**src/rtl/core/weighted_random_selector_macros.svh**
```systemverilog
// ----------------------------------------------------------------------------
// Weighted random selector assertion macros
// Concurrent assertion wrappers; empty under synthesis.
// ----------------------------------------------------------------------------
`ifndef WEIGHTED_RANDOM_SELECTOR_MACROS_SVH
`define WEIGHTED_RANDOM_SELECTOR_MACROS_SVH

`ifndef SYNTHESIS
// same-cycle implication
`define WRS_ASSERT_IMP(lbl, clk, rstn, ante, cons) \
    lbl: assert property (@(posedge clk) disable iff (!(rstn)) (ante) |-> (cons)) \
        else $error("weighted_random_selector assertion failed");
// next-cycle implication
`define WRS_ASSERT_NXT(lbl, clk, rstn, ante, cons) \
    lbl: assert property (@(posedge clk) disable iff (!(rstn)) (ante) |=> (cons)) \
        else $error("weighted_random_selector assertion failed");
`else
`define WRS_ASSERT_IMP(lbl, clk, rstn, ante, cons)
`define WRS_ASSERT_NXT(lbl, clk, rstn, ante, cons)
`endif

`endif

```
**src/rtl/core/wrs_pkg.sv**
```systemverilog
// ----------------------------------------------------------------------------
// wrs_pkg
// Types, codes and constants shared by the weighted random selector.
// ----------------------------------------------------------------------------
package wrs_pkg;

    localparam int WGT_W     = 4;
    localparam int IDX_IN_W  = 4;
    localparam int CAT_W     = 8;
    localparam int RND_W     = 32;
    localparam int BIT_CNT_W = $clog2(RND_W);
    localparam int CNT_CFG_W = 5;
    localparam int PADDR_W   = 3;
    localparam int PDATA_W   = 32;

    localparam logic [WGT_W-1:0] WGT_DEFAULT = 4'd1;

    // input commands
    localparam logic [1:0] CMD_SET_CAT = 2'd0;
    localparam logic [1:0] CMD_SET_WGT = 2'd1;
    localparam logic [1:0] CMD_SELECT  = 2'd2;

    // register index (word address bit)
    localparam logic REG_ENTRY_COUNT = 1'b0;

    localparam logic [CAT_W-1:0] CAT_A_UP = 8'h41;
    localparam logic [CAT_W-1:0] CAT_A_LO = 8'h61;
    localparam logic [CAT_W-1:0] CAT_B_UP = 8'h42;
    localparam logic [CAT_W-1:0] CAT_B_LO = 8'h62;

    typedef enum logic [2:0] {
        ST_IDLE,
        ST_SUM,
        ST_MOD,
        ST_SCAN,
        ST_ADJ,
        ST_OUT
    } state_t;

    typedef struct packed {
        logic ready;
        logic sum_en;
        logic mod_en;
        logic scan_en;
        logic adj_en;
        logic out_en;
    } ctl_t;

    typedef struct packed {
        logic select_go;
        logic sum_done;
        logic empty;
        logic mod_done;
        logic hit;
        logic out_free;
    } sts_t;

    function automatic logic [WGT_W-1:0] cat_weight(input logic [CAT_W-1:0] code);
        logic [WGT_W-1:0] w;
        w = 4'd1;
        if (code == CAT_A_UP || code == CAT_A_LO) begin
            w = 4'd3;
        end else if (code == CAT_B_UP || code == CAT_B_LO) begin
            w = 4'd2;
        end
        return w;
    endfunction

endpackage

```
**src/rtl/core/weighted_random_selector.sv**
```systemverilog
// ----------------------------------------------------------------------------
// weighted_random_selector
// Roulette-wheel pick over a table of per-entry weights.
// ----------------------------------------------------------------------------
// Usage:
//   Input channel (s_valid/s_ready): commands 0 and 1 write one weight of the
//   table and produce no result; command 2 selects; command 3 is dropped.
//   Result channel (m_valid/m_ready): one transaction per select, carrying
//   the chosen entry and a status bit (1 when the list is empty or the total
//   weight is zero).
//   Config: APB-style write of entry_count at byte address 0, pready tied high.
// Flow:
//   A select sums the weights of the n clamped entries through the
//   registered table read, runs the one-bit-per-cycle remainder unit over
//   the random word, scans for the draw, then adjusts and outputs.
//   s_ready is high only while the sequencer is idle.
// Reset: the table reads as weight 1 for every entry until written (per-entry
//   valid bits, no clearing pass); entry_count and the last pick clear.
// Stall: a finished result is held in the output register; the block keeps
//   taking write commands and starts the next select, which waits for the
//   output register before it completes.
// ----------------------------------------------------------------------------
`include "weighted_random_selector_macros.svh"

module weighted_random_selector #(
    parameter int MAX_ENTRIES = 16
) (
    input  logic                          aclk,
    input  logic                          aresetn,
    input  logic                          psel,
    input  logic                          penable,
    input  logic                          pwrite,
    input  logic [wrs_pkg::PADDR_W-1:0]   paddr,
    input  logic [wrs_pkg::PDATA_W-1:0]   pwdata,
    output logic [wrs_pkg::PDATA_W-1:0]   prdata,
    output logic                          pready,
    input  logic                          s_valid,
    output logic                          s_ready,
    input  logic [1:0]                    s_command,
    input  logic [wrs_pkg::IDX_IN_W-1:0]  s_entry_index,
    input  logic [wrs_pkg::CAT_W-1:0]     s_category_code,
    input  logic [wrs_pkg::WGT_W-1:0]     s_weight_value,
    input  logic [wrs_pkg::RND_W-1:0]     s_random_word,
    output logic                          m_valid,
    input  logic                          m_ready,
    output logic [wrs_pkg::IDX_IN_W-1:0]  m_chosen_index,
    output logic                          m_status
);
    import wrs_pkg::*;

    localparam int IDX_W = $clog2(MAX_ENTRIES);
    localparam int CNT_W = $clog2(MAX_ENTRIES + 1);
    localparam int SUM_W = $clog2(MAX_ENTRIES * 15 + 1);

    ctl_t ctl;
    sts_t sts;

    // configuration
    logic [CNT_CFG_W-1:0] entry_count_reg;
    logic                 cfg_we;

    assign pready = 1'b1;
    assign cfg_we = psel && penable && pwrite && pready && (paddr[2] == REG_ENTRY_COUNT);

    always_ff @(posedge aclk) begin
        if (!aresetn) begin
            entry_count_reg <= '0;
        end else if (cfg_we) begin
            entry_count_reg <= pwdata[CNT_CFG_W-1:0];
        end
    end

    always_comb begin
        prdata = '0;
        if (paddr[2] == REG_ENTRY_COUNT) begin
            prdata = PDATA_W'(entry_count_reg);
        end
    end

    // table write path
    logic                 in_acc;
    logic                 tbl_we;
    logic [IDX_W-1:0]     tbl_waddr;
    logic [WGT_W-1:0]     tbl_wdata;
    logic [IDX_W-1:0]     tbl_raddr;
    logic [WGT_W-1:0]     tbl_rdata;
    logic [MAX_ENTRIES-1:0] vld_reg;
    logic                 vld_q_reg;
    logic [WGT_W-1:0]     wgt;

    assign s_ready   = ctl.ready;
    assign in_acc    = s_valid && s_ready;
    assign tbl_waddr = IDX_W'(s_entry_index);
    assign tbl_wdata = (s_command == CMD_SET_CAT) ? cat_weight(s_category_code)
                                                  : s_weight_value;
    assign tbl_we    = in_acc && (s_command == CMD_SET_CAT || s_command == CMD_SET_WGT)
                       && (int'(s_entry_index) < MAX_ENTRIES);

    wrs_ram #(
        .WIDTH (WGT_W),
        .DEPTH (MAX_ENTRIES)
    ) u_table (
        .aclk  (aclk),
        .we    (tbl_we),
        .waddr (tbl_waddr),
        .wdata (tbl_wdata),
        .raddr (tbl_raddr),
        .rdata (tbl_rdata)
    );

    always_ff @(posedge aclk) begin
        if (!aresetn) begin
            vld_reg <= '0;
        end else if (tbl_we) begin
            vld_reg[tbl_waddr] <= 1'b1;
        end
    end

    always_ff @(posedge aclk) begin
        vld_q_reg <= vld_reg[tbl_raddr];
    end

    // never-written entries read as the reset weight
    assign wgt = vld_q_reg ? tbl_rdata : WGT_DEFAULT;

    // datapath registers
    logic [CNT_W-1:0]     n_reg, n_next;
    logic [CNT_W-1:0]     idx_reg, idx_next;
    logic [IDX_W-1:0]     dat_idx_reg, dat_idx_next;
    logic                 pend_reg, pend_next;
    logic [SUM_W-1:0]     total_reg, total_next;
    logic [SUM_W-1:0]     acc_reg, acc_next;
    logic [SUM_W:0]       rem_reg, rem_next;
    logic [RND_W-1:0]     rnd_reg, rnd_next;
    logic [BIT_CNT_W-1:0] bit_cnt_reg, bit_cnt_next;
    logic [IDX_W-1:0]     pick_reg, pick_next;
    logic [IDX_W-1:0]     res_pick_reg, res_pick_next;
    logic                 res_empty_reg, res_empty_next;
    logic                 m_valid_reg, m_valid_next;
    logic [IDX_IN_W-1:0]  m_chosen_reg, m_chosen_next;
    logic                 m_status_reg, m_status_next;
    logic [IDX_IN_W-1:0]  last_shown_reg, last_shown_next;
    logic                 last_valid_reg, last_valid_next;

    // shared unit operands and results
    logic [SUM_W-1:0]     add_a;
    logic [SUM_W-1:0]     add_sum;
    logic [SUM_W:0]       rem_sh;
    logic [SUM_W:0]       total_ext;
    logic [SUM_W-1:0]     draw;
    logic                 issue;
    logic                 adv;
    logic [CNT_W-1:0]     pick_inc;
    logic [CNT_W-1:0]     n_clamp;

    assign add_a     = ctl.sum_en ? total_reg : acc_reg;
    assign add_sum   = add_a + SUM_W'(wgt);
    assign total_ext = {1'b0, total_reg};
    assign rem_sh    = {rem_reg[SUM_W-1:0], rnd_reg[RND_W-1]};
    assign draw      = rem_reg[SUM_W-1:0] + SUM_W'(1);
    assign pick_inc  = CNT_W'(pick_reg) + CNT_W'(1);
    assign n_clamp   = (int'(entry_count_reg) > MAX_ENTRIES) ? CNT_W'(MAX_ENTRIES)
                                                            : CNT_W'(entry_count_reg);
    assign tbl_raddr = IDX_W'(idx_reg);

    assign sts.select_go = in_acc && (s_command == CMD_SELECT);
    assign sts.sum_done  = (idx_reg == n_reg) && !pend_reg;
    assign sts.empty     = (n_reg == '0) || (total_reg == '0);
    assign sts.mod_done  = (bit_cnt_reg == '0);
    assign sts.hit       = ctl.scan_en && pend_reg && (draw <= add_sum);
    assign sts.out_free  = !m_valid_reg || m_ready;

    assign adv = last_valid_reg && (int'(pick_reg) == int'(last_shown_reg))
                 && (n_reg > CNT_W'(1));

    always_comb begin
        n_next          = n_reg;
        idx_next        = idx_reg;
        dat_idx_next    = dat_idx_reg;
        pend_next       = pend_reg;
        total_next      = total_reg;
        acc_next        = acc_reg;
        rem_next        = rem_reg;
        rnd_next        = rnd_reg;
        bit_cnt_next    = bit_cnt_reg;
        pick_next       = pick_reg;
        res_pick_next   = res_pick_reg;
        res_empty_next  = res_empty_reg;
        m_valid_next    = m_valid_reg && !m_ready;
        m_chosen_next   = m_chosen_reg;
        m_status_next   = m_status_reg;
        last_shown_next = last_shown_reg;
        last_valid_next = last_valid_reg;
        issue           = 1'b0;

        if (sts.select_go) begin
            n_next         = n_clamp;
            idx_next       = '0;
            pend_next      = 1'b0;
            total_next     = '0;
            rnd_next       = s_random_word;
            res_empty_next = 1'b0;
        end

        if (ctl.sum_en) begin
            issue = (idx_reg != n_reg);
            if (pend_reg) begin
                total_next = add_sum;
            end
            if (sts.sum_done) begin
                rem_next     = '0;
                bit_cnt_next = '1;
                if (sts.empty) begin
                    res_empty_next = 1'b1;
                    res_pick_next  = '0;
                end
            end
        end

        if (ctl.mod_en) begin
            // one quotient bit per cycle
            rem_next     = (rem_sh >= total_ext) ? (rem_sh - total_ext) : rem_sh;
            rnd_next     = rnd_reg << 1;
            bit_cnt_next = bit_cnt_reg - BIT_CNT_W'(1);
            if (sts.mod_done) begin
                idx_next  = '0;
                pend_next = 1'b0;
                acc_next  = '0;
            end
        end

        if (ctl.scan_en) begin
            issue = (idx_reg != n_reg) && !sts.hit;
            if (pend_reg) begin
                acc_next = add_sum;
            end
            if (sts.hit) begin
                pick_next = dat_idx_reg;
            end
        end

        if (ctl.sum_en || ctl.scan_en) begin
            pend_next = issue;
            if (issue) begin
                idx_next     = idx_reg + CNT_W'(1);
                dat_idx_next = IDX_W'(idx_reg);
            end
        end

        if (ctl.adj_en) begin
            res_pick_next = pick_reg;
            if (adv) begin
                res_pick_next = (pick_inc == n_reg) ? '0 : IDX_W'(pick_inc);
            end
        end

        if (ctl.out_en && sts.out_free) begin
            m_valid_next  = 1'b1;
            m_chosen_next = IDX_IN_W'(res_pick_reg);
            m_status_next = res_empty_reg;
            if (!res_empty_reg) begin
                last_shown_next = IDX_IN_W'(res_pick_reg);
                last_valid_next = 1'b1;
            end
        end
    end

    always_ff @(posedge aclk) begin
        if (!aresetn) begin
            m_valid_reg    <= 1'b0;
            last_shown_reg <= '0;
            last_valid_reg <= 1'b0;
        end else begin
            m_valid_reg    <= m_valid_next;
            last_shown_reg <= last_shown_next;
            last_valid_reg <= last_valid_next;
        end
    end

    always_ff @(posedge aclk) begin
        n_reg         <= n_next;
        idx_reg       <= idx_next;
        dat_idx_reg   <= dat_idx_next;
        pend_reg      <= pend_next;
        total_reg     <= total_next;
        acc_reg       <= acc_next;
        rem_reg       <= rem_next;
        rnd_reg       <= rnd_next;
        bit_cnt_reg   <= bit_cnt_next;
        pick_reg      <= pick_next;
        res_pick_reg  <= res_pick_next;
        res_empty_reg <= res_empty_next;
        m_chosen_reg  <= m_chosen_next;
        m_status_reg  <= m_status_next;
    end

    assign m_valid        = m_valid_reg;
    assign m_chosen_index = m_chosen_reg;
    assign m_status       = m_status_reg;

    wrs_ctrl u_ctrl (
        .aclk    (aclk),
        .aresetn (aresetn),
        .sts     (sts),
        .ctl     (ctl)
    );

    logic rem_in_range;
    logic draw_in_range;
    logic pick_in_range;
    logic pick_moved;

    assign rem_in_range  = rem_reg < total_ext;
    assign draw_in_range = (draw != '0) && (draw <= total_reg);
    assign pick_in_range = int'(res_pick_reg) < int'(n_reg);
    assign pick_moved    = int'(res_pick_reg) != int'(last_shown_reg);

    `WRS_ASSERT_IMP(a_rem_below_total, aclk, aresetn, ctl.mod_en, rem_in_range)
    `WRS_ASSERT_IMP(a_draw_in_range, aclk, aresetn, ctl.scan_en, draw_in_range)
    `WRS_ASSERT_IMP(a_pick_in_range, aclk, aresetn, ctl.out_en && !res_empty_reg, pick_in_range)
    `WRS_ASSERT_NXT(a_no_repeat, aclk, aresetn, ctl.adj_en && adv, pick_moved)
    `WRS_ASSERT_NXT(a_result_loaded, aclk, aresetn, ctl.out_en && sts.out_free, m_valid_reg)

endmodule

```
**src/rtl/core/wrs_ram.sv**
```systemverilog
// ----------------------------------------------------------------------------
// wrs_ram
// Generic single-write, single-read RAM with registered read data.
// ----------------------------------------------------------------------------
module wrs_ram #(
    parameter int WIDTH = 4,
    parameter int DEPTH = 16
) (
    input  logic                     aclk,
    input  logic                     we,
    input  logic [$clog2(DEPTH)-1:0] waddr,
    input  logic [WIDTH-1:0]         wdata,
    input  logic [$clog2(DEPTH)-1:0] raddr,
    output logic [WIDTH-1:0]         rdata
);

    logic [WIDTH-1:0] mem [DEPTH];
    logic [WIDTH-1:0] rdata_reg;

    always_ff @(posedge aclk) begin
        if (we) begin
            mem[waddr] <= wdata;
        end
        rdata_reg <= mem[raddr];
    end

    assign rdata = rdata_reg;

endmodule

```
**src/rtl/core/wrs_ctrl.sv**
```systemverilog
// ----------------------------------------------------------------------------
// wrs_ctrl
// Sequencer for a select: sum pass, bit-serial modulo, scan pass, adjust, output.
// ----------------------------------------------------------------------------
module wrs_ctrl (
    input  logic          aclk,
    input  logic          aresetn,
    input  wrs_pkg::sts_t sts,
    output wrs_pkg::ctl_t ctl
);
    import wrs_pkg::*;

    state_t state_reg;
    state_t state_next;

    always_ff @(posedge aclk) begin
        if (!aresetn) begin
            state_reg <= ST_IDLE;
        end else begin
            state_reg <= state_next;
        end
    end

    always_comb begin
        state_next = state_reg;
        unique case (state_reg)
            ST_IDLE: begin
                if (sts.select_go) begin
                    state_next = ST_SUM;
                end
            end
            ST_SUM: begin
                if (sts.sum_done) begin
                    state_next = sts.empty ? ST_OUT : ST_MOD;
                end
            end
            ST_MOD: begin
                if (sts.mod_done) begin
                    state_next = ST_SCAN;
                end
            end
            ST_SCAN: begin
                if (sts.hit) begin
                    state_next = ST_ADJ;
                end
            end
            ST_ADJ: begin
                state_next = ST_OUT;
            end
            ST_OUT: begin
                if (sts.out_free) begin
                    state_next = ST_IDLE;
                end
            end
            default: begin
                state_next = ST_IDLE;
            end
        endcase
    end

    always_comb begin
        ctl = '0;
        unique case (state_reg)
            ST_IDLE: ctl.ready   = 1'b1;
            ST_SUM:  ctl.sum_en  = 1'b1;
            ST_MOD:  ctl.mod_en  = 1'b1;
            ST_SCAN: ctl.scan_en = 1'b1;
            ST_ADJ:  ctl.adj_en  = 1'b1;
            ST_OUT:  ctl.out_en  = 1'b1;
            default: ctl = '0;
        endcase
    end

endmodule
```
**config.mk**
```make
export PLATFORM = sky130hd
export DESIGN_NAME = weighted_random_selector
export DESIGN_NICKNAME = d
export VERILOG_FILES = /design/src/rtl/core/wrs_pkg.sv /design/src/rtl/core/weighted_random_selector.sv /design/src/rtl/core/wrs_ram.sv /design/src/rtl/core/wrs_ctrl.sv
export VERILOG_INCLUDE_DIRS = /design/src /design/src/rtl/core
export SDC_FILE = /design/constraint.sdc
export NUM_CORES = 1
export LEC_CHECK = 0
export BUFFER_PORTS_ARGS = -buffer_cell sky130_fd_sc_hd__buf_2
export CORE_MARGIN = 2
export CORE_UTILIZATION = 57
export DETAILED_ROUTE_END_ITERATION = 8
export PLACE_DENSITY = 0.8
export SYNTH_ARGS = -nofsm -noshare
export SYNTH_HDL_FRONTEND = slang
export SYNTH_SLANG_ARGS = --single-unit
```
**constraint.sdc**
```tcl
create_clock -name aclk -period 6.3 [get_ports aclk]
set_clock_uncertainty 0.15 [all_clocks]
set_input_delay 0.945 -clock aclk [delete_from_list [all_inputs] [get_ports aclk]]
set_output_delay 0.945 -clock aclk [all_outputs]
set_load 0.05 [all_outputs]
```
==> results.json, run 1 <==
{
  "outcome": "complete, no violations",
  "min_period_ps": 4940,
  "finalPower_mw": 3.44,
  "worstPathRequired_ps": 6480,
  "ys_warn_count": 0,
  "power_frac_seq_pct": 45.9,
  "wl_per_cell_um": 17.5,
  "grt_max_degree": 45,
  "regToRegSetupSlack_ps": 1360,
  "critical-path-slowest-cell": "dfxtp_1",
  "via_count": 5798,
  "timing.fmax_ghz": 0.202,
  "drv_cap": 0,
  "slowest_delay_ps": 560,
  "multi_input_area_um2": 3510,
  "place_inst": 961,
  "synth_seq_area_share_pct": 56.9,
  "cts.path.max_buffers": 2,
  "hold_class": "reg2reg",
  "worstSkewPairLatency_ps": 430,
  "seq_area_um2": 5080,
  "overflow": 0,
  "period_share_pct": 78.4,
  "root_buffer": "clkbuf_16",
  "ios": 132,
  "die_w_um": 129,
  "post-dp-hpwl_um": 11900,
  "drt_iter0_drc": 500,
  "cts_made_buffers": 17,
  "vias_per_cell": 5.83,
  "net-switching-power_mw": 1.02,
  "crit-reg2reg-launch": "u_ctrl.state_reg[0]",
  "setup_viol": 0,
  "antenna_left": 0,
  "slew_violations": 0,
  "nFillCells": 1096,
  "postCtsHoldBufs": 0,
  "clock-sinks": 189,
  "worst-path-max-fanout": 13,
  "ys_top_cells_by_area": "edfxtp_1, dfxtp_1, mux4_2",
  "sw_frac_of_total_pct": 29.6,
  "internal-power_mw": 2.42,
  "async_flop_share_pct": 0,
  "endpoint_kind": "flip-flop",
  "place_congestion": 0.887,
  "startpoint": "u_ctrl.state_reg[0]",
  "criticalPathCategory": "reg2reg",
  "finalHoldViolCount": 0,
  "clock_power_share_pct": 30.6,
  "synthCells": 704,
  "die_h_um": 129,
  "yosys.area.top_type_share_pct": 43.7,
  "ys_top_cells_by_count": "edfxtp_1, dfxtp_1, nand2_1, a22o_1, buf_4",
  "wl_um": 17400,
  "ys_types": 65,
  "synth_seq_cells": 189,
  "std_cell_rows": 45,
  "synth.most_common_cell": "edfxtp_1",
  "grt_pass1_vias": 5551,
  "largest_reg_flops": 64,
  "antenna_found_initial": 0,
  "syn_area_um2": 8930,
  "worstMarginPinSlew_ps": 1250,
  "avgSynthCellArea_um2": 12.7,
  "synth-edff-count": 130,
  "synth_ff_type": "edfxtp_1",
  "route.detailed.drc": 0,
  "htree_levels": 4,
  "placed_cell_area_um2": 9340,
  "cts-resized-gates": 0,
  "min_from": "dat_idx_reg[2]",
  "clkTransAtPathRegs_ps": 70,
  "worstPathCellList": "nand2b_4 > nor2_4 > mux2_2 > ha_1 > a21o_1 > a21oi_1 > nor2b_1 > o21bai_1 > or3_1 > xnor2_1 > ha_1 > nand3_1 > or3_1 > a31o_2 > and3_1 > a31o_2",
  "instances_no_fill": 994,
  "antenna_cells": 0,
  "grt_pass1_wl_um": 27500,
  "final_nets": 888,
  "port_buffers": 73,
  "crit_arrival_ps": 5120,
  "dp_slack_ps": 1490,
  "ir_drop_v": 0.000202,
  "grt_util_all_layers_pct": 21.7,
  "setup_ws_ps": 1360,
  "power_density_nw_per_um2": 346,
  "stdcell_area_um2": 9930,
  "postCtsSetupRepairBufs": 0,
  "area_growth_pct": 11.2,
  "cts_tree": "done",
  "drive_above_1_share_pct": 19.2,
  "tns_ps": 0,
  "start_util_pct": 58.5,
  "slew_headroom_pct": 15.8,
  "yosysTopAreaCell": "edfxtp_1",
  "pwr-share-comb_pct": 23.4,
  "rsz0062_at_grt": "false",
  "coreArea_um2": 15300,
  "p_leak_nw": 3.66,
  "critPathLaunchType": "flip-flop",
  "first_pass_iters": 5,
  "dieArea_um2": 16700
}
-- through the flow --
| step | utilization, % | hold slack [ps] |
|---|---|---|
| after floorplan | - | 250 |
| after global placement | 61.2 | 251 |
| after detailed placement | 61.2 | 272 |
| after CTS | 65.1 | 288 |
| after global routing | 65.1 | 289 |
| final | 65.1 | 284 |
-- cell families (layout without fill, tap and decap cells) --
logic type	count (synthesis)	after routing	synth area share, %
flops	189	189	56.9
simple gates	199	199	11.8
other cells	2	28	0.0841
xor+xnor	31	31	3.21
buf+inv	79	132	4.81
compound gates	128	128	10.2
mux	50	50	9.16
fa+ha+maj	26	26	3.81
-- power groups by stage --
stage / combinational (mW) / clock (mW) / sequential (mW)
floorplan: 0.664 / 0 / 1.55
global placement: 0.766 / 0 / 1.59
detailed placement: 0.796 / 0 / 1.60
CTS: 0.804 / 1.07 / 1.58
global route: 0.887 / 1.12 / 1.60
finish: 0.805 / 1.05 / 1.58
-- layout make-up --
class | count | area share (%)
clock buffers | 19 | 4.46
clock inverters | 13 | 1.41
inverters | 21 | 0.794
multi-input cells | 462 | 35.4
flip-flops and latches | 189 | 51.2
well taps | 211 | 2.66
repair buffers | 79 | 4.11
-- worst paths after layout --
check | cells after the start | to
worst max register to register | 16 | pend_reg
worst min-delay path | 0 | pick_reg[2]
worst max-delay path | 16 | pend_reg
worst min register to register | 0 | pick_reg[2]
-- critical path: cells and delay by family, from the launching register on --
kind | cells | cell delay, ps
compound gates | 5 | 1450
fa+ha+maj | 2 | 580
xor+xnor | 1 | 80
simple gates | 7 | 1600
mux | 1 | 410
flops | 1 | 560
-- layout by cell type, fill, tap and decap left out, types with 24 or more instances in the layout --
master    count
edfxtp_1    130
buf_2        73
dfxtp_1      59
nand2_1      57
a22o_1       31
conb_1       28
nor2b_1      27
nor2_1       26
mux4_2       25
ha_1         24
-- metal layers --
metal	GRT usage [%]	up-vias	routed length (um)	part of all wire [%]
met4	9.46	0	422	2.4
met3	4.58	42	838	4.8
met1	27.2	2836	7160	41
met5	0	-	0	0
met2	36.7	204	8990	52
li1	-	2716	-	-
Power figures use the tool's default switching activity.
==> inputs of run 2 (changes only) <==
Clock period 6.3 ns to 5 ns, I/O delays scaled along.
==> results.json, run 2 (same netlist as run 1, synthesis figures left out) <==
{
  "worstMarginPinSlew_ps": 1290,
  "clock-sinks": 189,
  "slew_violations": 0,
  "port_buffers": 73,
  "die_w_um": 129,
  "grt_pass1_vias": 5690,
  "post-dp-hpwl_um": 12200,
  "cts.path.max_buffers": 2,
  "setup_viol": 0,
  "route.detailed.drc": 0,
  "drt_iter0_drc": 403,
  "grt_pass1_wl_um": 28500,
  "antenna_cells": 0,
  "hold_path_depth": 0,
  "critPathLaunchType": "flip-flop",
  "clkTransAtPathRegs_ps": 70,
  "place_congestion": 0.882,
  "regToRegSetupSlack_ps": 370,
  "dieArea_um2": 16700,
  "crit_arrival_ps": 4810,
  "rsz0062_at_grt": "false",
  "wl_per_cell_um": 17.8,
  "std_cell_rows": 45,
  "cts-resized-gates": 0,
  "routed.top_layer": "met4",
  "final_nets": 888,
  "holdPathEnd": "pick_reg[0]",
  "via_count": 5732,
  "min_from": "dat_idx_reg[0]",
  "mostFrequentLayoutCells": "edfxtp_1, buf_2, dfxtp_1",
  "die_h_um": 129,
  "timing.fmax_ghz": 0.216,
  "wl_met3_um": 793,
  "cts_made_buffers": 17,
  "antenna_left": 0,
  "period_share_pct": 92.5,
  "postCtsHoldBufs": 0,
  "grt_util_all_layers_pct": 22.3,
  "final_common_cell": "edfxtp_1",
  "largest_reg_flops": 64,
  "coreArea_um2": 15300,
  "power_density_nw_per_um2": 449,
  "area_growth_pct": 11.9,
  "overflow": 0,
  "ff2ff_path_depth": 18,
  "cts_tree": "done",
  "finalHoldViolCount": 0,
  "htree_levels": 4,
  "vias_per_cell": 5.77,
  "grt_max_degree": 45,
  "outcome": "complete, no violations",
  "drv_cap": 0,
  "root_buffer": "clkbuf_16",
  "antenna_found_initial": 0,
  "drive_above_1_share_pct": 18.9,
  "wl_um": 17700,
  "placed_cell_area_um2": 9350,
  "slew_headroom_pct": 12.5,
  "worstSkewPairLatency_ps": 440,
  "worst-path-max-fanout": 10,
  "min_period_ps": 4630,
  "endpoint_kind": "flip-flop",
  "startpoint": "u_ctrl.state_reg[0]",
  "ios": 132,
  "wl_met1_um": 7470,
  "worstPathRequired_ps": 5180,
  "p_leak_nw": 3.68,
  "ir_drop_v": 0.000261,
  "hold_class": "reg2reg",
  "start_util_pct": 58.5,
  "crit-reg2reg-launch": "u_ctrl.state_reg[0]",
  "tns_ps": 0,
  "criticalPathCategory": "reg2reg",
  "first_pass_iters": 5,
  "r2r_end": "pend_reg",
  "wl_met2_um": 9200,
  "postCtsSetupRepairBufs": 0,
  "stdcell_area_um2": 10000,
  "final_core_util_pct": 65.5
}
run 2: cell types whose count changed in the layout (fill, tap and decap cells not counted):
| cell | change |
|---|---|
| o21ai_0 | -1 |
| bufinv_16 | +3 |
| o21ai_1 | +1 |
| clkinv_4 | +1 |
| inv_6 | -1 |
| clkbuf_8 | -1 |
| clkinv_1 | +2 |
| clkinvlp_4 | -1 |
| clkbuf_2 | -1 |
| buf_4 | +1 |
| clkinv_2 | -3 |
run 2: cell type report:
cell class | instances | area (um2)
fillers | 1091 | 5260
flip-flops and latches | 189 | 5080
multi-input cells | 462 | 3510
clock buffers | 18 | 429
repair buffers | 79 | 410
well taps | 211 | 264
clock inverters | 14 | 215
inverters | 21 | 78.8
run 2: worst max path at each step:
stage | endpoint | slack (ps) | cells after the start
after detailed placement | pend_reg | 470 | 18
after floorplan | pend_reg | 570 | 19
after global placement | pend_reg | 600 | 18
after global routing | pend_reg | 80 | 18
after CTS | pend_reg | 420 | 18
final | pend_reg | 370 | 18
run 2: report_power, final:
part	internal, mW	switching [mW]
combinational	0.426	0.597
sequential	1.87	0.118
clock	0.890	0.587
run 2: worst max-delay path, cell delays in order (launching register included):
cell and delay, ps:
dfxtp_1 550, nand2b_4 130, nor2_4 210, mux2_2 360, ha_1 200, inv_1 70
fa_1 200, inv_1 60, a21o_1 190, a21oi_1 250, nor3_1 100, xor2_1 260
ha_1 290, a21o_1 180, a21oi_1 300, nand4b_1 160, a31o_2 300, and3_1 290
a31o_2 250
run 2: routing by layer:
| metal | track usage (%) | up-vias |
|---|---|---|
| li1 | - | 2712 |
| met1 | 28.3 | 2838 |
| met2 | 38.5 | 162 |
| met3 | 4.62 | 20 |
| met4 | 7.61 | 0 |
| met5 | 0 | - |
run 2: stage by stage:
step / total power [mW] / hold slack (ps) / worst slack [ps] / std cells
after floorplan: 2.80 / 250 / 569 / 730
after global placement: 2.98 / 251 / 603 / 962
after detailed placement: 3.04 / 257 / 472 / 962
after CTS: 4.51 / 274 / 421 / 994
after global routing: 4.68 / 274 / 84.9 / 994
final: 4.49 / 272 / 375 / 994
